File: config.mk
export PLATFORM = sky130hd
export DESIGN_NAME = izpp_queue
export DESIGN_NICKNAME = d
export VERILOG_FILES = /design/src/izpp_pkg.sv /design/src/izpp_queue.sv
export SDC_FILE = /design/constraint.sdc
export NUM_CORES = 1
export LEC_CHECK = 0
export BUFFER_PORTS_ARGS = -buffer_cell sky130_fd_sc_hd__buf_4
export CORE_MARGIN = 2
export CORE_UTILIZATION = 30
export DETAILED_ROUTE_END_ITERATION = 6
export MAX_ROUTING_LAYER = met4
export PLACE_DENSITY = 0.55
export SLEW_MARGIN = 20
export SYNTH_ARGS = -nofsm -noshare
export SYNTH_HDL_FRONTEND = slang
export SYNTH_SLANG_ARGS = --single-unit
File: constraint.sdc
create_clock -name clock -period 9.35 [get_ports clock]
set_input_delay 1.87 -clock clock [delete_from_list [all_inputs] [get_ports clock]]
set_output_delay 1.87 -clock clock [all_outputs]
set_load 0.03 [all_outputs]
File: src/izpp_pkg.sv
`default_nettype none
package izpp_pkg;

   localparam int DEPTH_ENTRIES = 16384;
   localparam int TEXEL_ENTRIES = 4096;
   localparam int SHADE_ENTRIES = 16384;
   localparam int SHADE_ROW_LEN = 256;
   localparam int ADDR_W = 14;
   localparam int TEX_ADDR_W = 12;
   localparam int DEF_SCREEN_W = 128;
   localparam int DEF_SCREEN_H = 128;
   localparam int DEF_TEX_PITCH = 64;
   localparam int DEF_SHADE_ROWS = 64;
   localparam int REQ_DATA_W = 136;
   localparam int RSP_DATA_W = 24;
   localparam int CSR_DATA_W = 8;
   localparam int CSR_INDEX_W = 2;
   localparam int QUEUE_DEPTH = 2;

   typedef enum logic [1:0] {
      CMD_PLOT = 2'd0,
      CMD_LOAD_TEXEL = 2'd1,
      CMD_LOAD_SHADE = 2'd2,
      CMD_CLEAR_DEPTH = 2'd3
   } cmd_type;

   typedef enum logic [1:0] {
      CSR_RENDER_MODE = 2'd0,
      CSR_TEX_WIDTH = 2'd1,
      CSR_TEX_HEIGHT = 2'd2
   } csr_index_type;

   typedef enum logic [1:0] {
      MODE_FLAT = 2'd0,
      MODE_TEXTURED = 2'd1,
      MODE_LIT = 2'd2,
      MODE_LIT_ALT = 2'd3
   } mode_type;

   typedef struct packed {
      cmd_type cmd;
      logic [ADDR_W-1:0] pix;
      logic [15:0] depth;
      logic [7:0] inten;
      logic [7:0] row;
      logic [5:0] u_int;
      logic [5:0] v_int;
      logic [ADDR_W-1:0] load_address;
      logic [7:0] load_data;
   } op_type;

   typedef enum logic [2:0] {
      ST_IDLE,
      ST_READ,
      ST_TEST,
      ST_SHADE,
      ST_OUT
   } back_state_type;

endpackage
`default_nettype wire

File: src/izpp_queue.sv
`default_nettype none
module izpp_queue (
   input wire logic clock,
   input wire logic reset,
   input wire logic in_valid,
   output logic in_ready,
   input wire izpp_pkg::op_type in_op,
   output logic out_valid,
   input wire logic out_ready,
   output izpp_pkg::op_type out_op
);
   import izpp_pkg::*;

   op_type mem_ff [QUEUE_DEPTH];
   logic wp_ff, rp_ff;
   logic [1:0] cnt_ff;
   logic push, pop;

   assign in_ready = cnt_ff != 2'(QUEUE_DEPTH);
   assign out_valid = cnt_ff != 2'd0;
   assign out_op = mem_ff[rp_ff];
   assign push = in_valid && in_ready;
   assign pop = out_valid && out_ready;

   always_ff @(posedge clock) begin
      if (reset) begin
         wp_ff <= 1'b0;
         rp_ff <= 1'b0;
         cnt_ff <= '0;
      end else begin
         if (push) wp_ff <= !wp_ff;
         if (pop) rp_ff <= !rp_ff;
         cnt_ff <= cnt_ff + 2'(push) - 2'(pop);
      end
      if (push) mem_ff[wp_ff] <= in_op;
   end

   assert property (@(posedge clock) disable iff (reset) cnt_ff <= 2'(QUEUE_DEPTH))
      else $error("queue overfilled");
   assert property (@(posedge clock) disable iff (reset)
      push && !pop |=> cnt_ff == $past(cnt_ff) + 2'd1)
      else $error("queue count lost a push");
   assert property (@(posedge clock) disable iff (reset)
      pop && !push |=> cnt_ff == $past(cnt_ff) - 2'd1)
      else $error("queue count lost a pop");

endmodule
`default_nettype wire

==> metrics.cfg <==
[floorplan]
die_h_um=148
die_w_um=148
core-area_um2=20300
die_area_um2=21900
placementRows=52
num_io_pins=170
initial_utilization=0.306

[setup_path]
cp.arrival_ns=2.04
cpPeakStageDelay_ns=0.72
crit_type=flop to output port
critPathSlowestCell=dfxtp_4
cp_max_fo=45
start_kind=flop
worstPathCellList=buf_16, mux2_1, buf_4
cp.required_ns=7.48
r2r-start=cnt_ff[0]
r2r-end=mem_ff[0][39]
r2r_slack_ns=7.02
end_kind=output port
reg2reg_depth=4

[sta]
setup_slack_ns=5.44
drv_slew=0
fmax_mhz=256
rsz0062_at_grt=no
worst_pin_slew_ns=0.723
fin_crit_sh=0.418
period_needed_ns=3.91
tns_ns=0
max_slew_margin=0.518
hold_viol_final=0
finalClockSkew_ns=0.00424
finalSetupViolations=0

[routing]
wirelength_mm=11.7
drtIter0Drc=155
drtAntennaViolNets=0
drt_drc_violations_left=0
num_vias=3155
drt_pass1_iterations=4
wl_per_cell_um=15.6
viasPerCell=4.22

[cells_and_area]
drive_above_1_share=0.454
diodes=0
postLayoutCellArea_um2=8330
areaGrowthSynthToFinish_pct=34.1
fin_nets=553
instances_no_fill=748

[logic_synthesis]
synth_seq_area_share=0.809
yosysWarnings=0
synthesis.nets=371
avgSynthCellArea_um2=21.9
synth_cell_types=25
yosysTopAreaCell=edfxtp_1
syn_area_um2=6210
synth_top_cell_area_share=0.793
synth.area.top_cells=edfxtp_1, mux2_1, mux2_2
synth_seq_cells=169
netlist_instances=284

[cts]
post_cts_buffers=0
cts_tree=yes
cts-root-buf=clkbuf_16
hold_buffers=0
clock_path_buffers=2
cts_resized=0
clock_latency_ns=0.41
path_clk_slew_ns=0.06
clkSinkCount=169
htree_levels=4
numCtsBuffers=17

[placement]
post-place-ws_ns=5.60
dp_cells=717
place_congestion=0.705
post_dp_cell_area_um2=7770
place.port_buffers=169
hpwl_mm=7.57

[run_status]
status=complete, no violations

[global_route]
grt_first_pass_wirelength_mm=18.1
grt.total_usage=0.111
antenna_found_initial=0
grt_max_degree=46
grt_overflow=0
grt_pass1_vias=3495

[pwr]
finalPower_mw=2.18
power.density_nw_per_um2=261
p_leak_nw=3.06
vdd_ir_drop_max_mv=0.113

[job]
cap_violations=0

[worst_hold_path]
hold_path_depth=2
min_path_type=flop to flop
min_from=rp_ff

==> cells in the mapped netlist (all sizes together) <==
master	number
nor2b	2
nand2b	1
inv	1
edfxtp	164
a21bo	1
nor4	1
a21oi	1
xor2	1
or2	1
nand3	1
nor4bb	1
dfxtp	5
ha	1
o31a	1
and3	2
o21ai	2
nor2	4
mux2	82
nor3	1
nand3b	1
o21ba	1
buf	9
==> critical path: cells and delay by family, from the launching register on <==
family,cells,cell delay (ns)
buffers and inverters,2,0.50
DFF,1,0.72
muxes,1,0.39
==> power by group <==
| part | internal (mW) | total [mW] | leakage [nW] | switching (mW) |
|---|---|---|---|---|
| Sequential | 0.921 | 0.957 | 1.58 | 0.0366 |
| Clock | 0.392 | 0.674 | 0.266 | 0.282 |
| Combinational | 0.220 | 0.546 | 1.22 | 0.326 |
| Total | 1.53 | 2.18 | 3.06 | 0.645 |
==> kinds of logic (layout without fill, tap and decap cells) <==
logic type / Yosys count / in the layout / synth area share
AOI/OAI and AO/OA: 6 / 6 / 0.00705
muxes: 82 / 82 / 0.149
DFF: 169 / 169 / 0.809
and+or+nand+nor: 15 / 15 / 0.0157
adders and majority gates: 1 / 1 / 0.00201
xor gates and xnor gates: 1 / 1 / 0.00141
buffers and inverters: 10 / 204 / 0.0163
==> layout by cell type, fill, tap and decap left out, types with 2 or more instances in the layout <==
cell type / Yosys / layout
buf_4: 1 / 171
bufinv_16: 0 / 2
clkbuf_1: 0 / 2
clkbuf_16: 0 / 17
clkinv_1: 0 / 3
clkinv_2: 0 / 2
clkinv_4: 0 / 2
clkinvlp_4: 0 / 2
dfxtp_1: 5 / 4
edfxtp_1: 164 / 164
inv_6: 0 / 2
mux2_1: 70 / 70
mux2_2: 12 / 12
nor2_1: 4 / 4
nor2b_1: 2 / 2
==> sequential cells by signal, indices dropped and copies added, names as in the netlist, named ones only <==
name    flops
rp_ff       1
mem_ff    164
cnt_ff      2
wp_ff       1
==> worst max path at each step <==
stage	from	to	slack, ns	cells after the start
after floorplan	in_valid	mem_ff[1][0]	5.07	1
final	flop	out_op[75]	5.44	3
after global placement	in_valid	mem_ff[0][37]	5.66	4
after detailed placement	in_valid	mem_ff[0][38]	5.60	4
after CTS	flop	out_op[75]	5.37	3
after global routing	flop	out_op[75]	5.32	3
==> layout make-up <==
class	count	area [µm²]
clock inverters	12	126
inverters	1	5.00
flip-flops and latches	169	5030
multi-input cells	105	1090
well taps	270	338
clock buffers	19	433
repair buffers	172	1310
fillers	1866	12000
==> per-layer routing <==
layer | routed length [µm] | vias up | GRT usage
met2 | 5870 | 96 | 0.184
li1 | - | 1487 | -
met3 | 700 | 8 | 0.0377
met5 | 0 | - | -
met1 | 4980 | 1564 | 0.128
met4 | 137 | 0 | 0.0362
==> metrics by stage <==
stage | hold WS, ns | util
finish | 0.505 | 0.411
global route | 0.561 | 0.411
CTS | 0.511 | 0.411
detailed placement | 0.494 | 0.383
global placement | 0.488 | 0.382
floorplan | 0.472 | -
Note: power is estimated with default switching activity, not from simulation.
