<file path="src/izpp_pkg.sv">
`default_nettype none
package izpp_pkg;

   localparam int DEPTH_ENTRIES = 16384;
   localparam int TEXEL_ENTRIES = 4096;
   localparam int SHADE_ENTRIES = 16384;
   localparam int SHADE_ROW_LEN = 256;
   localparam int ADDR_W = 14;
   localparam int TEX_ADDR_W = 12;
   localparam int DEF_SCREEN_W = 128;
   localparam int DEF_SCREEN_H = 128;
   localparam int DEF_TEX_PITCH = 64;
   localparam int DEF_SHADE_ROWS = 64;
   localparam int REQ_DATA_W = 136;
   localparam int RSP_DATA_W = 24;
   localparam int CSR_DATA_W = 8;
   localparam int CSR_INDEX_W = 2;
   localparam int QUEUE_DEPTH = 2;

   typedef enum logic [1:0] {
      CMD_PLOT = 2'd0,
      CMD_LOAD_TEXEL = 2'd1,
      CMD_LOAD_SHADE = 2'd2,
      CMD_CLEAR_DEPTH = 2'd3
   } cmd_type;

   typedef enum logic [1:0] {
      CSR_RENDER_MODE = 2'd0,
      CSR_TEX_WIDTH = 2'd1,
      CSR_TEX_HEIGHT = 2'd2
   } csr_index_type;

   typedef enum logic [1:0] {
      MODE_FLAT = 2'd0,
      MODE_TEXTURED = 2'd1,
      MODE_LIT = 2'd2,
      MODE_LIT_ALT = 2'd3
   } mode_type;

   typedef struct packed {
      cmd_type cmd;
      logic [ADDR_W-1:0] pix;
      logic [15:0] depth;
      logic [7:0] inten;
      logic [7:0] row;
      logic [5:0] u_int;
      logic [5:0] v_int;
      logic [ADDR_W-1:0] load_address;
      logic [7:0] load_data;
   } op_type;

   typedef enum logic [2:0] {
      ST_IDLE,
      ST_READ,
      ST_TEST,
      ST_SHADE,
      ST_OUT
   } back_state_type;

endpackage
`default_nettype wire

</file>
<file path="src/izpp_front.sv">
`default_nettype none
module izpp_front #(
   parameter int SCREEN_W = izpp_pkg::DEF_SCREEN_W,
   parameter int SCREEN_H = izpp_pkg::DEF_SCREEN_H,
   parameter int SHADE_ROWS = izpp_pkg::DEF_SHADE_ROWS
) (
   input wire logic clock,
   input wire logic reset,
   input wire logic in_valid,
   output logic in_ready,
   input wire logic [izpp_pkg::REQ_DATA_W-1:0] in_data,
   input wire logic [6:0] tex_width,
   input wire logic [6:0] tex_height,
   output logic out_valid,
   input wire logic out_ready,
   output izpp_pkg::op_type out_op
);
   import izpp_pkg::*;

   localparam int XW = $clog2(SCREEN_W);
   localparam int YW = $clog2(SCREEN_H);

   // reduce the integer parts of u and v four bits per cycle, MSB first
   logic busy_ff, busy_in;
   logic [2:0] step_ff, step_in;
   op_type op_ff, op_in;
   logic [15:0] u_mag_ff, u_mag_in, v_mag_ff, v_mag_in;
   logic u_neg_ff, u_neg_in, v_neg_ff, v_neg_in;
   logic [6:0] u_rem_ff, u_rem_in, v_rem_ff, v_rem_in;
   logic [6:0] w_ff, w_in, h_ff, h_in;
   logic [6:0] u_fix, v_fix;
   logic done;

   logic [1:0] f_cmd;
   logic signed [11:0] f_x, f_y;
   logic [15:0] f_depth;
   logic [7:0] f_int;
   logic [15:0] f_ui, f_vi;
   logic [ADDR_W-1:0] f_la;
   logic [7:0] f_ld;
   logic [XW-1:0] cx;
   logic [YW-1:0] cy;
   logic [ADDR_W-1:0] pix;
   logic [7:0] row;
   logic [6:0] w_eff, h_eff;

   function automatic logic [6:0] rem_step(logic [6:0] rem, logic [3:0] bits,
                                          logic [6:0] size);
      logic [7:0] acc;
      acc = {1'b0, rem};
      for (int i = 3; i >= 0; i--) begin
         acc = {acc[6:0], bits[i]};
         if (acc >= {1'b0, size}) acc = acc - {1'b0, size};
      end
      return acc[6:0];
   endfunction

   assign f_cmd = in_data[1:0];
   assign f_x = in_data[13:2];
   assign f_y = in_data[25:14];
   assign f_depth = in_data[41:26];
   assign f_int = in_data[49:42];
   assign f_ui = in_data[81:66];
   assign f_vi = in_data[113:98];
   assign f_la = in_data[127:114];
   assign f_ld = in_data[135:128];

   always_comb begin
      if (f_x < 0) cx = '0;
      else if (32'(f_x) > SCREEN_W - 1) cx = XW'(SCREEN_W - 1);
      else cx = XW'(f_x);
      if (f_y < 0) cy = '0;
      else if (32'(f_y) > SCREEN_H - 1) cy = YW'(SCREEN_H - 1);
      else cy = YW'(f_y);
      pix = ADDR_W'(32'(cy) * SCREEN_W + 32'(cx));
      row = (32'(f_int) > SHADE_ROWS - 1) ? 8'(SHADE_ROWS - 1) : f_int;
      w_eff = (tex_width == 0) ? 7'd1 : (tex_width > 64) ? 7'd64 : tex_width;
      h_eff = (tex_height == 0) ? 7'd1 : (tex_height > 64) ? 7'd64 : tex_height;
   end

   assign in_ready = !busy_ff;
   assign done = busy_ff && (step_ff == 3'd4);
   assign out_valid = done;
   assign u_fix = (u_neg_ff && u_rem_ff != 7'd0) ? w_ff - u_rem_ff : u_rem_ff;
   assign v_fix = (v_neg_ff && v_rem_ff != 7'd0) ? h_ff - v_rem_ff : v_rem_ff;

   always_comb begin
      out_op = op_ff;
      out_op.u_int = u_fix[5:0];
      out_op.v_int = v_fix[5:0];
   end

   always_comb begin
      busy_in = busy_ff;
      step_in = step_ff;
      op_in = op_ff;
      u_mag_in = u_mag_ff;
      v_mag_in = v_mag_ff;
      u_neg_in = u_neg_ff;
      v_neg_in = v_neg_ff;
      u_rem_in = u_rem_ff;
      v_rem_in = v_rem_ff;
      w_in = w_ff;
      h_in = h_ff;
      if (!busy_ff) begin
         if (in_valid) begin
            busy_in = 1'b1;
            step_in = '0;
            op_in.cmd = cmd_type'(f_cmd);
            op_in.pix = pix;
            op_in.depth = f_depth;
            op_in.inten = f_int;
            op_in.row = row;
            op_in.u_int = '0;
            op_in.v_int = '0;
            op_in.load_address = f_la;
            op_in.load_data = f_ld;
            u_neg_in = f_ui[15];
            v_neg_in = f_vi[15];
            u_mag_in = f_ui[15] ? (16'd0 - f_ui) : f_ui;
            v_mag_in = f_vi[15] ? (16'd0 - f_vi) : f_vi;
            u_rem_in = '0;
            v_rem_in = '0;
            w_in = w_eff;
            h_in = h_eff;
         end
      end else if (!done) begin
         step_in = step_ff + 3'd1;
         u_rem_in = rem_step(u_rem_ff, u_mag_ff[15:12], w_ff);
         v_rem_in = rem_step(v_rem_ff, v_mag_ff[15:12], h_ff);
         u_mag_in = {u_mag_ff[11:0], 4'd0};
         v_mag_in = {v_mag_ff[11:0], 4'd0};
      end else if (out_ready) begin
         busy_in = 1'b0;
      end
   end

   always_ff @(posedge clock) begin
      if (reset) begin
         busy_ff <= 1'b0;
         step_ff <= '0;
      end else begin
         busy_ff <= busy_in;
         step_ff <= step_in;
      end
      op_ff <= op_in;
      u_mag_ff <= u_mag_in;
      v_mag_ff <= v_mag_in;
      u_neg_ff <= u_neg_in;
      v_neg_ff <= v_neg_in;
      u_rem_ff <= u_rem_in;
      v_rem_ff <= v_rem_in;
      w_ff <= w_in;
      h_ff <= h_in;
   end

endmodule
`default_nettype wire

</file>
<file path="config.mk">
export PLATFORM = sky130hd
export DESIGN_NAME = izpp_front
export DESIGN_NICKNAME = d
export VERILOG_FILES = /design/src/izpp_pkg.sv /design/src/izpp_front.sv
export SDC_FILE = /design/constraint.sdc
export NUM_CORES = 1
export LEC_CHECK = 0
export ABC_AREA = 1
export BUFFER_PORTS_ARGS = -buffer_cell sky130_fd_sc_hd__buf_2
export CORE_ASPECT_RATIO = 1.1
export CORE_MARGIN = 2
export CORE_UTILIZATION = 47
export DETAILED_ROUTE_END_ITERATION = 8
export PLACE_DENSITY = 0.72
export SKIP_CTS_REPAIR_TIMING = 1
export SLEW_MARGIN = 10
export SYNTH_ARGS = -nofsm -noshare
export SYNTH_HDL_FRONTEND = slang
export SYNTH_SLANG_ARGS = --single-unit
</file>
<file path="constraint.sdc">
create_clock -name clock -period 9 [get_ports clock]
set_input_delay 1.35 -clock clock [delete_from_list [all_inputs] [get_ports clock]]
set_output_delay 1.35 -clock clock [all_outputs]
set_load 0.01 [all_outputs]
</file>
==> flow_summary.yaml <==
run_status:
  status: "finished, final reports clean"
worst_setup_path:
  critical_path_class: "flop to flop"
  end_kind: "flop"
  reg2reg_slack_ps: 1770
  r2r-end: "v_rem_ff[6]"
  rr_worst_depth: 41
  critical-path-max-stage-delay_ps: 480
  cp_slowest_cell: "edfxtp_1"
  cp_common_cell: "nand2_1"
  worstPathRequired_ps: 9140
  cp.arrival_ps: 7370
  crit_path_start_kind: "flop"
  worstPathMaxFanout: 13
  critPathTopFamily: "simple AND/OR/NAND/NOR gates"
  r2r-start: "h_ff[1]"
  crit_buf_inv: 3
place:
  gp_congestion: 0.879
  dpl_cell_area_um2: 10600
  hpwl_mm: 17.2
  place_ws_ps: 1770
  portBuffers: 205
routing:
  drc: 0
  vias_per_cell: 5.08
  finalWirelength_mm: 22.3
  wl_met1_mm: 8.99
  via_count: 7913
  drt-pass1-iter-count: 5
  wl_met2_mm: 11.2
  dr_wl_met3_mm: 1.47
  initialDrtViolationCount: 352
  drtAntennaViolNets: 0
  top_layer_used: "met4"
  wl_per_cell_um: 14.3
timing:
  slew_viol_final: 0
  max_slew.worst_pin.slew_ps: 935
  fin_crit_sh_pct: 80.4
  fin_setup_tns_ps: 0
  slew_headroom_pct: 37.7
  rsz0062_at_grt: "false"
  worst_slack_ps: 1770
  hold_viol: 0
  hold_ws_ps: 488
  setup_viol_count_final: 0
  fmax_mhz: 138
  fin_skew_ps: 11.8
  fin_crit_ps: 7230
synthesis:
  synth_edf_count: 132
  synth_flop_cell: "edfxtp_1"
  netlist_instances: 1080
  yosysSeqAreaShare_pct: 43.2
  synth-seq-cells: 136
  netlist_area_um2: 9350
  ys_warn_count: 0
  async_flop_share_pct: 0
  synth_cell_types: 50
  syn_avg_cell_area_um2: 8.66
final_layout:
  fill_cells: 1714
  drive_gt1_share_pct: 22.9
  seq_area_um2: 4040
  syn2layout_area_growth_pct: 19.9
  postLayoutCellArea_um2: 11200
  nNetsFinal: 1526
  multi_input_area_um2: 4550
die:
  start_util_pct: 47.6
  design.core.area_um2: 19700
  die-area_um2: 21000
  ios: 238
  fp.dieW_um: 138
  die_y_um: 152
  rows: 54
global_route:
  grt_remaining_overflow: 0
  grt_pass1_vias: 7753
  antenna_found_initial: 1
  grt_usage_pct: 21.1
  grt_max_degree: 74
  grt_pass1_wl_mm: 36.5
hold_path:
  whs_endpoint: "step_ff[0]"
  hold_depth: 1
  min_path_type: "flop to flop"
  hp-start: "step_ff[0]"
clock_network:
  clk_pin_slew_ps: 60
  cts.root.buffer_cell: "clkbuf_16"
  htree_levels: 4
  cts_tree: "built"
  cts_buffer_depth: 2
  numCtsBuffers: 17
  clk_latency_ps: 420
  cts_sinks: 136
job:
  drv_cap: 0
## cells in the mapped netlist, types with 4 or more instances
cell type / n / share of area (%)
a21o_1: 4 / 0.32
nand3_2: 4 / 0.43
nand2_1: 219 / 8.8
xor2_1: 22 / 2.1
nor2_2: 6 / 0.40
ha_1: 70 / 9.4
nor3_1: 18 / 0.96
and3_1: 4 / 0.27
inv_1: 178 / 7.1
nor2_1: 78 / 3.1
dfxtp_1: 4 / 0.86
nand3b_1: 4 / 0.32
a31oi_1: 9 / 0.60
nand4_1: 13 / 0.87
nand3_4: 5 / 0.94
edfxtp_1: 132 / 42
inv_2: 4 / 0.16
nand3_1: 67 / 3.6
xnor2_1: 19 / 1.8
nand2_4: 6 / 0.72
or2_2: 9 / 0.60
nor4_1: 4 / 0.27
nand2_2: 8 / 0.54
o21ai_0: 67 / 3.6
a21oi_2: 6 / 0.56
a21oi_1: 60 / 3.2
clkbuf_1: 13 / 0.52
fa_1: 10 / 2.1
## stage by stage
step	std cells	util [%]
6_report	1558	57.0
3_3_place_gp	1525	54.1
4_1_cts	1557	57.0
5_1_grt	1557	57.0
2_1_floorplan	1081	-
3_5_place_dp	1525	54.1
## placed cells by master, fill, tap and decap left out, types with 19 or more instances in the layout
cell | netlist | final
nand2_1 | 219 | 219
buf_2 | 2 | 205
inv_1 | 178 | 178
edfxtp_1 | 132 | 132
nor2_1 | 78 | 77
ha_1 | 70 | 70
nand3_1 | 67 | 67
o21ai_0 | 67 | 67
a21oi_1 | 60 | 60
xor2_1 | 22 | 22
xnor2_1 | 19 | 19
## worst register-to-register path: cells and delay by family, from the launching register on
family / cells / cell delay (ps)
simple gates: 25 / 2500
compound gates: 9 / 1940
fa+ha+maj: 4 / 1610
flops: 1 / 480
buf+inv: 3 / 400
## how the worst max path moves through the flow
stage	endpoint	depth (start not counted)	start	slack (ps)
after floorplan	step_ff[1]	6	in_valid	1710
after global placement	v_rem_ff[6]	41	h_ff[1]	1950
after CTS	v_rem_ff[6]	41	h_ff[1]	1750
after detailed placement	v_rem_ff[6]	41	h_ff[1]	1770
after global routing	v_rem_ff[6]	41	h_ff[1]	1030
final	v_rem_ff[6]	41	h_ff[1]	1770
## sequential cells by signal, indices dropped and copies added (netlist names)
signal,count
busy_ff,1
step_ff,3
h_ff,7
out_op,70
w_ff,7
u_rem_ff,7
u_mag_ff,16
v_mag_ff,16
u_neg_ff,1
v_neg_ff,1
v_rem_ff,7
## area by class of cell
type	count	area share [%]
diodes	1	0.0223
clock buffers	21	4.11
clock inverters	11	0.871
inverters	184	6.16
multi-input cells	745	40.6
flip-flops and latches	136	36.1
well taps	252	2.81
repair buffers	208	9.36
## per-layer routing
layer / track usage (%) / up-vias
met5: 0 / -
met4: 6.80 / 0
met3: 5.52 / 37
met2: 38.2 / 238
met1: 24.4 / 3599
li1: - / 4039
## cells by family (layout without fill, tap and decap cells)
logic type / Yosys count / after routing / synth area share [%]
fa+ha+maj: 80 / 80 / 11.5
buf+inv: 200 / 424 / 8.23
xor+xnor: 41 / 41 / 3.84
simple gates: 455 / 455 / 22.9
other cells: 1 / 3 / 0.0401
compound gates: 167 / 167 / 10.3
flops: 136 / 136 / 43.2
Power is left out: the tool's default activity adds up to more than one toggle a clock period on the data nets, which glitch-free logic cannot reach.
